<file path="config.mk">
export PLATFORM = sky130hd
export DESIGN_NAME = session_slot_table_unit
export DESIGN_NICKNAME = d
export VERILOG_FILES = /design/src/rtl/core/sst_pkg.sv /design/src/rtl/core/session_slot_table_unit.sv /design/src/rtl/core/sst_handle_ram.sv /design/src/rtl/core/sst_used_map.sv
export SDC_FILE = /design/constraint.sdc
export NUM_CORES = 2
export LEC_CHECK = 0
export BUFFER_PORTS_ARGS = -buffer_cell sky130_fd_sc_hd__buf_2
export CAP_MARGIN = 20
export CORE_MARGIN = 2
export CORE_UTILIZATION = 55
export CTS_BUF_LIST = sky130_fd_sc_hd__clkbuf_16
export DETAILED_ROUTE_END_ITERATION = 10
export GPL_TIMING_DRIVEN = 0
export PLACE_DENSITY_LB_ADDON = 0.1
export SYNTH_ARGS = -nofsm -noshare
export SYNTH_HDL_FRONTEND = slang
export SYNTH_SLANG_ARGS = --single-unit
</file>
<file path="constraint.sdc">
create_clock -name clock -period 7.75 [get_ports clock]
set_input_delay 0.3875 -clock clock [delete_from_list [all_inputs] [get_ports clock]]
set_output_delay 0.3875 -clock clock [all_outputs]
set_load 0.01 [all_outputs]
</file>
<file path="src/rtl/core/sst_pkg.sv">
// ----------------------------------------------------------------------------
// session slot table package
// transfer payload types, action and status codes, register indexes
// ----------------------------------------------------------------------------
package sst_pkg;

   localparam int WORD_W  = 32;
   localparam int WORD_BW = 5;

   localparam int CSR_IDX_W  = 4;
   localparam int CSR_DATA_W = 16;

   localparam logic [CSR_IDX_W-1:0] CSR_SLOTS_IN_USE = 4'd0;
   localparam logic [CSR_IDX_W-1:0] CSR_SESSION_BASE = 4'd1;

   localparam logic [1:0] ACT_ACCEPT  = 2'd0;
   localparam logic [1:0] ACT_RELEASE = 2'd1;
   localparam logic [1:0] ACT_SEARCH  = 2'd2;
   localparam logic [1:0] ACT_NONE    = 2'd3;

   localparam logic [1:0] STAT_OK    = 2'd0;
   localparam logic [1:0] STAT_FULL  = 2'd1;
   localparam logic [1:0] STAT_RANGE = 2'd2;
   localparam logic [1:0] STAT_FREE  = 2'd3;

   localparam logic [6:0]  SLOTS_IN_USE_RST = 7'd64;
   localparam logic [15:0] SESSION_BASE_RST = 16'd1;

   typedef struct packed {
      logic [1:0]  action;
      logic [15:0] sess_id;
      logic [31:0] conn_handle;
   } sst_req_type;

   typedef struct packed {
      logic [1:0]  status;
      logic [15:0] granted_id;
      logic [31:0] found_handle;
      logic [6:0]  active_count;
   } sst_rsp_type;

endpackage

</file>
<file path="src/rtl/core/session_slot_table_unit.sv">
// ----------------------------------------------------------------------------
// session slot table unit
// first-free session slot allocator with handle store and release/search
// ----------------------------------------------------------------------------
// A transfer is taken on start while busy is low. Accept, release and search
// of an in-range id pass through the data state: the accept cycle issues a
// read of the used-bit row, and of the handle memory for release and search,
// the next cycle checks or allocates, writes back, and the result strobes on
// rsp_valid in the cycle after, with busy low again so the next transfer may
// start there. An accept with no candidate row, an id out of range and action
// three answer in the next cycle with no memory access. The wait comes from
// the synchronous read of the used map and handle memories plus the write
// back, which completes before the next transfer reads. Results cannot be
// held off: rsp_valid is high for exactly one cycle per transfer.
// Configuration writes are always ready and take effect at once. No clearing
// pass follows reset: each used-bit row has a valid flag cleared by reset.
module session_slot_table_unit #(
   parameter int SLOTS = 64
) (
   input  logic                            clock,
   input  logic                            reset,
   input  logic                            start,
   output logic                            busy,
   input  sst_pkg::sst_req_type            req_data,
   output logic                            rsp_valid,
   output sst_pkg::sst_rsp_type            rsp_data,
   input  logic                            csr_valid,
   output logic                            csr_ready,
   input  logic [sst_pkg::CSR_IDX_W-1:0]   csr_index,
   input  logic [sst_pkg::CSR_DATA_W-1:0]  csr_data
);
   import sst_pkg::*;

   localparam int ROWS    = (SLOTS + WORD_W - 1) / WORD_W;
   localparam int ROW_AW  = (ROWS > 1) ? $clog2(ROWS) : 1;
   localparam int SX_W    = ROW_AW + WORD_BW;
   localparam int SLOT_AW = $clog2(SLOTS);
   localparam int LIM_W   = ($clog2(SLOTS + 1) > 7) ? $clog2(SLOTS + 1) : 7;

   localparam int STATE_W = 1;
   localparam logic [STATE_W-1:0] ST_IDLE = 1'b0;
   localparam logic [STATE_W-1:0] ST_DATA = 1'b1;

   // control state
   logic [STATE_W-1:0] state_ff, state_in;
   logic [6:0]         count_ff, count_in;
   logic               rsp_valid_ff, rsp_valid_in;
   logic [6:0]         slots_in_use_ff;
   logic [15:0]        session_base_ff;

   // per-transfer payload
   logic [1:0]         act_ff, act_in;
   logic [SX_W-1:0]    slot_ff, slot_in;
   logic [31:0]        hdl_ff, hdl_in;
   sst_rsp_type        rsp_data_ff, rsp_data_in;

   logic [LIM_W-1:0]   slots_ext;
   logic [LIM_W-1:0]   lim;
   logic [15:0]        id_off;
   logic               in_range;

   // used map port
   logic               map_rd_en;
   logic [ROW_AW-1:0]  map_rd_row;
   logic [WORD_W-1:0]  map_rd_word;
   logic               pick_found;
   logic [ROW_AW-1:0]  pick_row;
   logic               map_wr_en;
   logic [ROW_AW-1:0]  map_wr_row;
   logic [WORD_W-1:0]  map_wr_word;

   // handle memory port
   logic               hr_wr_en;
   logic [SLOT_AW-1:0] hr_wr_addr;
   logic               hr_rd_en;
   logic [SLOT_AW-1:0] hr_rd_addr;
   logic [31:0]        hr_rd_data;

   // free bit search in the row read for an accept
   logic               free_found;
   logic [WORD_BW-1:0] free_bit;
   logic [SX_W-1:0]    free_slot;
   logic [WORD_BW-1:0] sel_bit;

   sst_used_map #(
      .SLOTS (SLOTS)
   ) u_used_map (
      .clock      (clock),
      .reset      (reset),
      .lim        (lim),
      .rd_en      (map_rd_en),
      .rd_row     (map_rd_row),
      .rd_word    (map_rd_word),
      .pick_found (pick_found),
      .pick_row   (pick_row),
      .wr_en      (map_wr_en),
      .wr_row     (map_wr_row),
      .wr_word    (map_wr_word)
   );

   sst_handle_ram #(
      .SLOTS (SLOTS)
   ) u_handle_ram (
      .clock   (clock),
      .wr_en   (hr_wr_en),
      .wr_addr (hr_wr_addr),
      .wr_data (hdl_ff),
      .rd_en   (hr_rd_en),
      .rd_addr (hr_rd_addr),
      .rd_data (hr_rd_data)
   );

   // effective limit: configured count capped at the table size
   assign slots_ext = LIM_W'(slots_in_use_ff);
   assign lim       = (slots_ext > LIM_W'(SLOTS)) ? LIM_W'(SLOTS) : slots_ext;

   // id to slot, wrapping in 16 bits
   assign id_off   = req_data.sess_id - session_base_ff;
   assign in_range = id_off < 16'(lim);

   assign busy      = (state_ff != ST_IDLE);
   assign csr_ready = 1'b1;
   assign rsp_valid = rsp_valid_ff;
   assign rsp_data  = rsp_data_ff;

   // lowest free bit of the row, bits at or above the limit count as used
   always_comb begin
      free_found = 1'b0;
      free_bit   = '0;
      for (int b = WORD_W - 1; b >= 0; b--) begin
         if (!map_rd_word[b] &&
             (16'({slot_ff[SX_W-1:WORD_BW], WORD_BW'(b)}) < 16'(lim))) begin
            free_found = 1'b1;
            free_bit   = WORD_BW'(b);
         end
      end
   end

   assign free_slot = {slot_ff[SX_W-1:WORD_BW], free_bit};
   assign sel_bit   = slot_ff[WORD_BW-1:0];

   always_comb begin
      state_in     = state_ff;
      count_in     = count_ff;
      act_in       = act_ff;
      slot_in      = slot_ff;
      hdl_in       = hdl_ff;
      rsp_valid_in = 1'b0;
      rsp_data_in  = rsp_data_ff;
      map_rd_en    = 1'b0;
      map_rd_row   = pick_row;
      map_wr_en    = 1'b0;
      map_wr_row   = slot_ff[SX_W-1:WORD_BW];
      map_wr_word  = map_rd_word;
      hr_wr_en     = 1'b0;
      hr_wr_addr   = free_slot[SLOT_AW-1:0];
      hr_rd_en     = 1'b0;
      hr_rd_addr   = id_off[SLOT_AW-1:0];

      case (state_ff)
         ST_IDLE: begin
            if (start) begin
               act_in                   = req_data.action;
               hdl_in                   = req_data.conn_handle;
               rsp_data_in.status       = STAT_OK;
               rsp_data_in.granted_id   = '0;
               rsp_data_in.found_handle = '0;
               case (req_data.action)
                  ACT_ACCEPT: begin
                     if (pick_found) begin
                        // fetch the first row with room, finish next cycle
                        map_rd_en  = 1'b1;
                        map_rd_row = pick_row;
                        slot_in    = {pick_row, WORD_BW'(0)};
                        state_in   = ST_DATA;
                     end else begin
                        rsp_valid_in       = 1'b1;
                        rsp_data_in.status = STAT_FULL;
                     end
                  end
                  ACT_RELEASE, ACT_SEARCH: begin
                     if (in_range) begin
                        map_rd_en  = 1'b1;
                        map_rd_row = id_off[SX_W-1:WORD_BW];
                        hr_rd_en   = 1'b1;
                        slot_in    = id_off[SX_W-1:0];
                        state_in   = ST_DATA;
                     end else begin
                        rsp_valid_in       = 1'b1;
                        rsp_data_in.status = STAT_RANGE;
                     end
                  end
                  default: begin
                     // no operation, answer at once
                     rsp_valid_in = 1'b1;
                  end
               endcase
            end
         end
         ST_DATA: begin
            state_in                 = ST_IDLE;
            rsp_valid_in             = 1'b1;
            rsp_data_in.status       = STAT_OK;
            rsp_data_in.granted_id   = '0;
            rsp_data_in.found_handle = '0;
            case (act_ff)
               ACT_ACCEPT: begin
                  if (free_found) begin
                     // claim the slot and store its handle
                     map_wr_en   = 1'b1;
                     map_wr_word = map_rd_word | (WORD_W'(1) << free_bit);
                     hr_wr_en    = 1'b1;
                     count_in    = count_ff + 7'd1;
                     rsp_data_in.granted_id = session_base_ff + 16'(free_slot);
                  end else begin
                     rsp_data_in.status = STAT_FULL;
                  end
               end
               ACT_RELEASE: begin
                  if (map_rd_word[sel_bit]) begin
                     map_wr_en   = 1'b1;
                     map_wr_word = map_rd_word & ~(WORD_W'(1) << sel_bit);
                     count_in    = (count_ff == 7'd0) ? 7'd0 : count_ff - 7'd1;
                  end else begin
                     rsp_data_in.status = STAT_FREE;
                  end
               end
               ACT_SEARCH: begin
                  if (map_rd_word[sel_bit]) begin
                     rsp_data_in.found_handle = hr_rd_data;
                  end else begin
                     rsp_data_in.status = STAT_FREE;
                  end
               end
               default: begin
                  rsp_data_in.status = STAT_OK;
               end
            endcase
         end
         default: begin
            state_in = ST_IDLE;
         end
      endcase

      // count after this transfer
      if (rsp_valid_in) begin
         rsp_data_in.active_count = count_in;
      end
   end

   always_ff @(posedge clock) begin
      if (reset) begin
         state_ff        <= ST_IDLE;
         count_ff        <= '0;
         rsp_valid_ff    <= 1'b0;
         slots_in_use_ff <= SLOTS_IN_USE_RST;
         session_base_ff <= SESSION_BASE_RST;
      end else begin
         state_ff     <= state_in;
         count_ff     <= count_in;
         rsp_valid_ff <= rsp_valid_in;
         if (csr_valid) begin
            case (csr_index)
               CSR_SLOTS_IN_USE: slots_in_use_ff <= csr_data[6:0];
               CSR_SESSION_BASE: session_base_ff <= csr_data;
               default: begin
               end
            endcase
         end
      end
   end

   always_ff @(posedge clock) begin
      act_ff      <= act_in;
      slot_ff     <= slot_in;
      hdl_ff      <= hdl_in;
      rsp_data_ff <= rsp_data_in;
   end
endmodule

</file>
<file path="src/rtl/core/sst_handle_ram.sv">
// ----------------------------------------------------------------------------
// session slot table handle memory
// one stored connection handle per slot, registered read
// ----------------------------------------------------------------------------
module sst_handle_ram #(
   parameter int SLOTS = 64,
   localparam int AW = $clog2(SLOTS)
) (
   input  logic          clock,
   input  logic          wr_en,
   input  logic [AW-1:0] wr_addr,
   input  logic [31:0]   wr_data,
   input  logic          rd_en,
   input  logic [AW-1:0] rd_addr,
   output logic [31:0]   rd_data
);
   logic [31:0] hdl_mem_ff [SLOTS];
   logic [31:0] rd_data_ff;

   always_ff @(posedge clock) begin
      if (wr_en) begin
         hdl_mem_ff[wr_addr] <= wr_data;
      end
      if (rd_en) begin
         rd_data_ff <= hdl_mem_ff[rd_addr];
      end
   end

   assign rd_data = rd_data_ff;
endmodule

</file>
<file path="src/rtl/core/sst_used_map.sv">
// ----------------------------------------------------------------------------
// session slot table used map
// used bits in 32-bit rows, row valid and row full flags, free row pick
// ----------------------------------------------------------------------------
module sst_used_map #(
   parameter int SLOTS = 64,
   localparam int ROWS = (SLOTS + sst_pkg::WORD_W - 1) / sst_pkg::WORD_W,
   localparam int ROW_AW = (ROWS > 1) ? $clog2(ROWS) : 1,
   localparam int LIM_W = ($clog2(SLOTS + 1) > 7) ? $clog2(SLOTS + 1) : 7
) (
   input  logic                        clock,
   input  logic                        reset,
   input  logic [LIM_W-1:0]            lim,
   input  logic                        rd_en,
   input  logic [ROW_AW-1:0]           rd_row,
   output logic [sst_pkg::WORD_W-1:0]  rd_word,
   output logic                        pick_found,
   output logic [ROW_AW-1:0]           pick_row,
   input  logic                        wr_en,
   input  logic [ROW_AW-1:0]           wr_row,
   input  logic [sst_pkg::WORD_W-1:0]  wr_word
);
   import sst_pkg::*;

   logic [WORD_W-1:0] map_mem_ff [ROWS];
   logic [WORD_W-1:0] rd_data_ff;
   logic              rd_valid_ff;
   logic [ROWS-1:0]   valid_ff;
   logic [ROWS-1:0]   full_ff;
   logic [LIM_W:0]    lim_rows;

   // rows that hold at least one slot below the limit
   assign lim_rows = ({1'b0, lim} + (LIM_W + 1)'(WORD_W - 1)) >> WORD_BW;

   always_comb begin
      pick_found = 1'b0;
      pick_row   = '0;
      for (int r = ROWS - 1; r >= 0; r--) begin
         if (!full_ff[r] && ((LIM_W + 1)'(r) < lim_rows)) begin
            pick_found = 1'b1;
            pick_row   = ROW_AW'(r);
         end
      end
   end

   always_ff @(posedge clock) begin
      if (wr_en) begin
         map_mem_ff[wr_row] <= wr_word;
      end
      if (rd_en) begin
         rd_data_ff  <= map_mem_ff[rd_row];
         rd_valid_ff <= valid_ff[rd_row];
      end
   end

   always_ff @(posedge clock) begin
      if (reset) begin
         valid_ff <= '0;
         full_ff  <= '0;
      end else if (wr_en) begin
         valid_ff[wr_row] <= 1'b1;
         full_ff[wr_row]  <= &wr_word;
      end
   end

   // a row never written reads as all free
   assign rd_word = rd_valid_ff ? rd_data_ff : '0;
endmodule

</file>
==> impl_results.md <==
- Met2 global-route usage: about half
- Final Max Tran Viols: 0
- Peak VDD IR: about 250 uV
- Initial antenna violation count: 8
- Clock latency on the worst-skew pair: 880 ps
- Final nets: just over 5000
- Placed inst area: just under 100000 um^2
- Clk_skew: 44.7 ps
- Congestion Overflow GR: 0
- Syn_nets: between 4000 and 5000
- FF-to-FF path depth: 17
- Sw frac: 22.5%
- Largest cells by area after synthesis: edfxtp_1 75%, mux4_2 16%, dfxtp_1 0.79%, nand2_1 0.67%, clkbuf_1 0.65%
- Final Wtd Congestion: between 0.9 and 1
- First-pass GRT wire length: between 300000 and 400000 um
- Beginning of the worst hold path: start
- Vias in the first global route: approximately 47000
- Vias per cell: around 6.5
- Final worst path period need: ~7000 ps
- TritonCTS buffer count: 228
- Gr busiest metal: met2
- Post-synth top area share: roughly 75%
- Combinational power share: 8.4%
- Netlist cell types: 92
- CTS tree: yes
- Post-placement cell count: around 6800
- Crit Path Max Fanout: 19
- FP Rows: roughly 150
- Asr flop ratio synth: 0%
- Hold depth: 4
- Met1 Usage GRT: 42.2%
- Num Clock Sinks: 2310
- Sequential area share after synthesis: approximately three quarters
- # setup viols final: 0
- DRT Wirelength: 252000 um
- Flop2flop setup slack: a little over 700 ps
- HPWL Detailed: 174000 um
- Die width: between 400 and 500 um
- Clock network power share: 40.4%
- RR Startpoint: slots_ext[6]
- Met3 Use GR: under 10%
- Critical Path AT: 7580 ps
- Status: finished, final reports clean
- Cell Pwr Density: 251 nW/um^2
- End of the worst register-to-register path: u_handle_ram.hdl_mem_ff[11][8]
- Sequential Power Share: 51.2%
- DRT antenna net count: 0
- Fmax: around 140 MHz
- Kind of critical path: register to register
- Layout cell share with drive strength beyond 1: approximately 29%
- Count of final hold-check violations: 0
- Worst rel slew slack: a little under a fifth
- Full die area: about 170000 um^2
- Worst-Margin Slew: 1210 ps
- Crit path required time: roughly 8300 ps
- Core area: 165000 um^2
- WL per Instance: 34.2 um
- Pleak: approximately 0.035 uW
- Hold Path End: busy
- Initial drt markers: between 6000 and 7000
- Critical path cell sequence: buf_6 -> buf_2 -> inv_1 -> nand2_1 -> inv_1 -> ha_1 -> clkbuf_1 -> nor4bb_1 -> a2111oi_0 -> a21o_1 -> or4_4 -> o21ai_4 -> nand2_1 -> a211oi_1 -> nand2_1 -> nor2_4 -> buf_16
- Finished Cell Area: ~110000 um^2
- Syn Inst Count: 4330
- Final period util: 90.8%
- Post-synth EDFFs: between 2000 and 2500
- Crit path launch type: register
- Starting density of the core: 55.4%
- Non-Filler Instances: 7356
- Synthesized area per cell: 21.1 um^2
- Internal power: around 21000 uW
- Worst min path class: primary input to register
- Switching power: between 6000 and 7000 uW
- Yosys warns: 0
- Yosys reg bits: between 2000 and 2500
- Post-route DRC violation count: 0
- CP most frequent cell: nand2_1
- Die height: around 410 um
- Hold_ws: roughly 73 ps
- Clock Tree Root: clkbuf_16
- Largest area contributor in the netlist: edfxtp_1
- Htree depth: 4
- Synth Flop Type: edfxtp_1
- Crit-path slowest cell: nor2_4
- Via count of the routed design: between 40000 and 50000
- Gr usage total: 30.1%
- CP endpoint kind: register
- RSZ-0062 raised after global routing: false
- Post-Syn Area: between 90000 and 100000 um^2
- I/O pins: roughly 130
- Maxcap violations: 0
- Drt pass-1 iters: 8
- Max incr delay on CP: 1000 ps
- IO Port Bufs: ~130
- Clock Pin Slew Worst Setup and Hold Paths: ~60 ps
- Pin count of the biggest net entering global routing: 52
- Clock Path Buffers: 3
- Area grow syn2layout: 17.7%
- Most frequent cell after synthesis: edfxtp_1
- Synth cell count leaders: 2274 x edfxtp_1, 645 x mux4_2, 163 x nand2_1
-- timing repair --
item / CTS / global route
hold buffers: 52 / 0
resized for setup: 0 / 0
setup endpoints to repair: 0 / 0
setup buffers: 0 / 0
hold endpoints to repair: 57 / 0
-- placed cells by master (no fill, tap or decap), types with 38 or more instances in the layout --
cell and n:
buf_16 83, and2_1 78, inv_1 108, a211oi_1 39
ha_1 38, clkbuf_16 229, clkbuf_1 156, clkinv_2 42
buf_8 40, buf_12 51, nor2_1 96, buf_1 49
nor2_4 60, dlygate4sd3_1 52, mux4_2 645, clkinv_1 59
a21oi_1 60, a31oi_1 39, buf_2 145, nand2_1 163
o21ai_0 89, edfxtp_1 2274
-- worst max-delay path: cells and delay by family, from the launching register on --
family                     cells  cell delay (ps)
adders and majority gates      1              340
buffers and inverters          6             1190
AOI/OAI and AO/OA              4             1470
DFF                            1              380
and+or+nand+nor                6             3300
-- worst max-delay path by stage --
stage	start	to	depth (start not counted)
detailed placement	req_data[32]	u_used_map.rd_data_ff[4]	22
CTS	session_base_ff[0]	u_used_map.rd_data_ff[3]	20
floorplan	req_data[32]	u_used_map.rd_data_ff[0]	17
finish	slots_ext[6]	u_handle_ram.hdl_mem_ff[11][8]	17
global route	slots_ext[6]	rsp_data[54]	25
global placement	req_data[32]	u_used_map.rd_data_ff[26]	18
-- power groups by stage --
stage	combinational, uW	clock (uW)	sequential, uW
floorplan	1130	0	14100
global placement	1860	0	14300
detailed placement	2210	0	14100
CTS	2240	11000	13800
global route	2360	11500	13800
finish	2260	10900	13800
-- flip-flops by register name, indices dropped and copies added (netlist names), 7 cells and up --
name                     cells
u_handle_ram.hdl_mem_ff   2048
u_used_map.map_mem_ff       64
rsp_data                    57
hdl_ff                      32
u_handle_ram.rd_data        32
u_used_map.rd_data_ff       32
session_base_ff             16
count_ff                     7
slots_ext                    7
-- metal layers --
layer  routed length, um  vias to the layer above
met3               21800                      363
li1                    -                    19500
met1               99600                    25300
met2              124000                     2324
met5                  21                        -
met4                6660                        4
-- per-stage QoR --
| stage | TNS, ps | util [%] | power [uW] | worst slack (ps) |
|---|---|---|---|---|
| after floorplan | 0 | - | 15300 | 741 |
| after global placement | -1838760 | 57.5 | 16100 | -4650 |
| after detailed placement | 0 | 60.2 | 16300 | 63.6 |
| after CTS | 0 | 65.0 | 27100 | 274 |
| after global routing | 0 | 65.2 | 27700 | 520 |
| final | 0 | 65.2 | 27000 | 713 |
-- logic make-up after synthesis --
logic type | synth area share, %
flops | 75.4
simple gates | 3.00
xor+xnor | 0.172
mux | 16.6
compound gates | 2.99
other cells | 0.00410
buf+inv | 1.21
fa+ha+maj | 0.574
-- final cells by class --
cell class	count	area, um^2
clock inverters	198	1670
plain buffers	224	876
repair buffers	406	5530
clock buffers	229	5730
flip-flops and latches	2310	69000
multi-input cells	1734	21900
diodes	4	10.0
inverters	62	233
fillers	10900	57500
well taps	2189	2740
(Power assumes the default switching activity.)
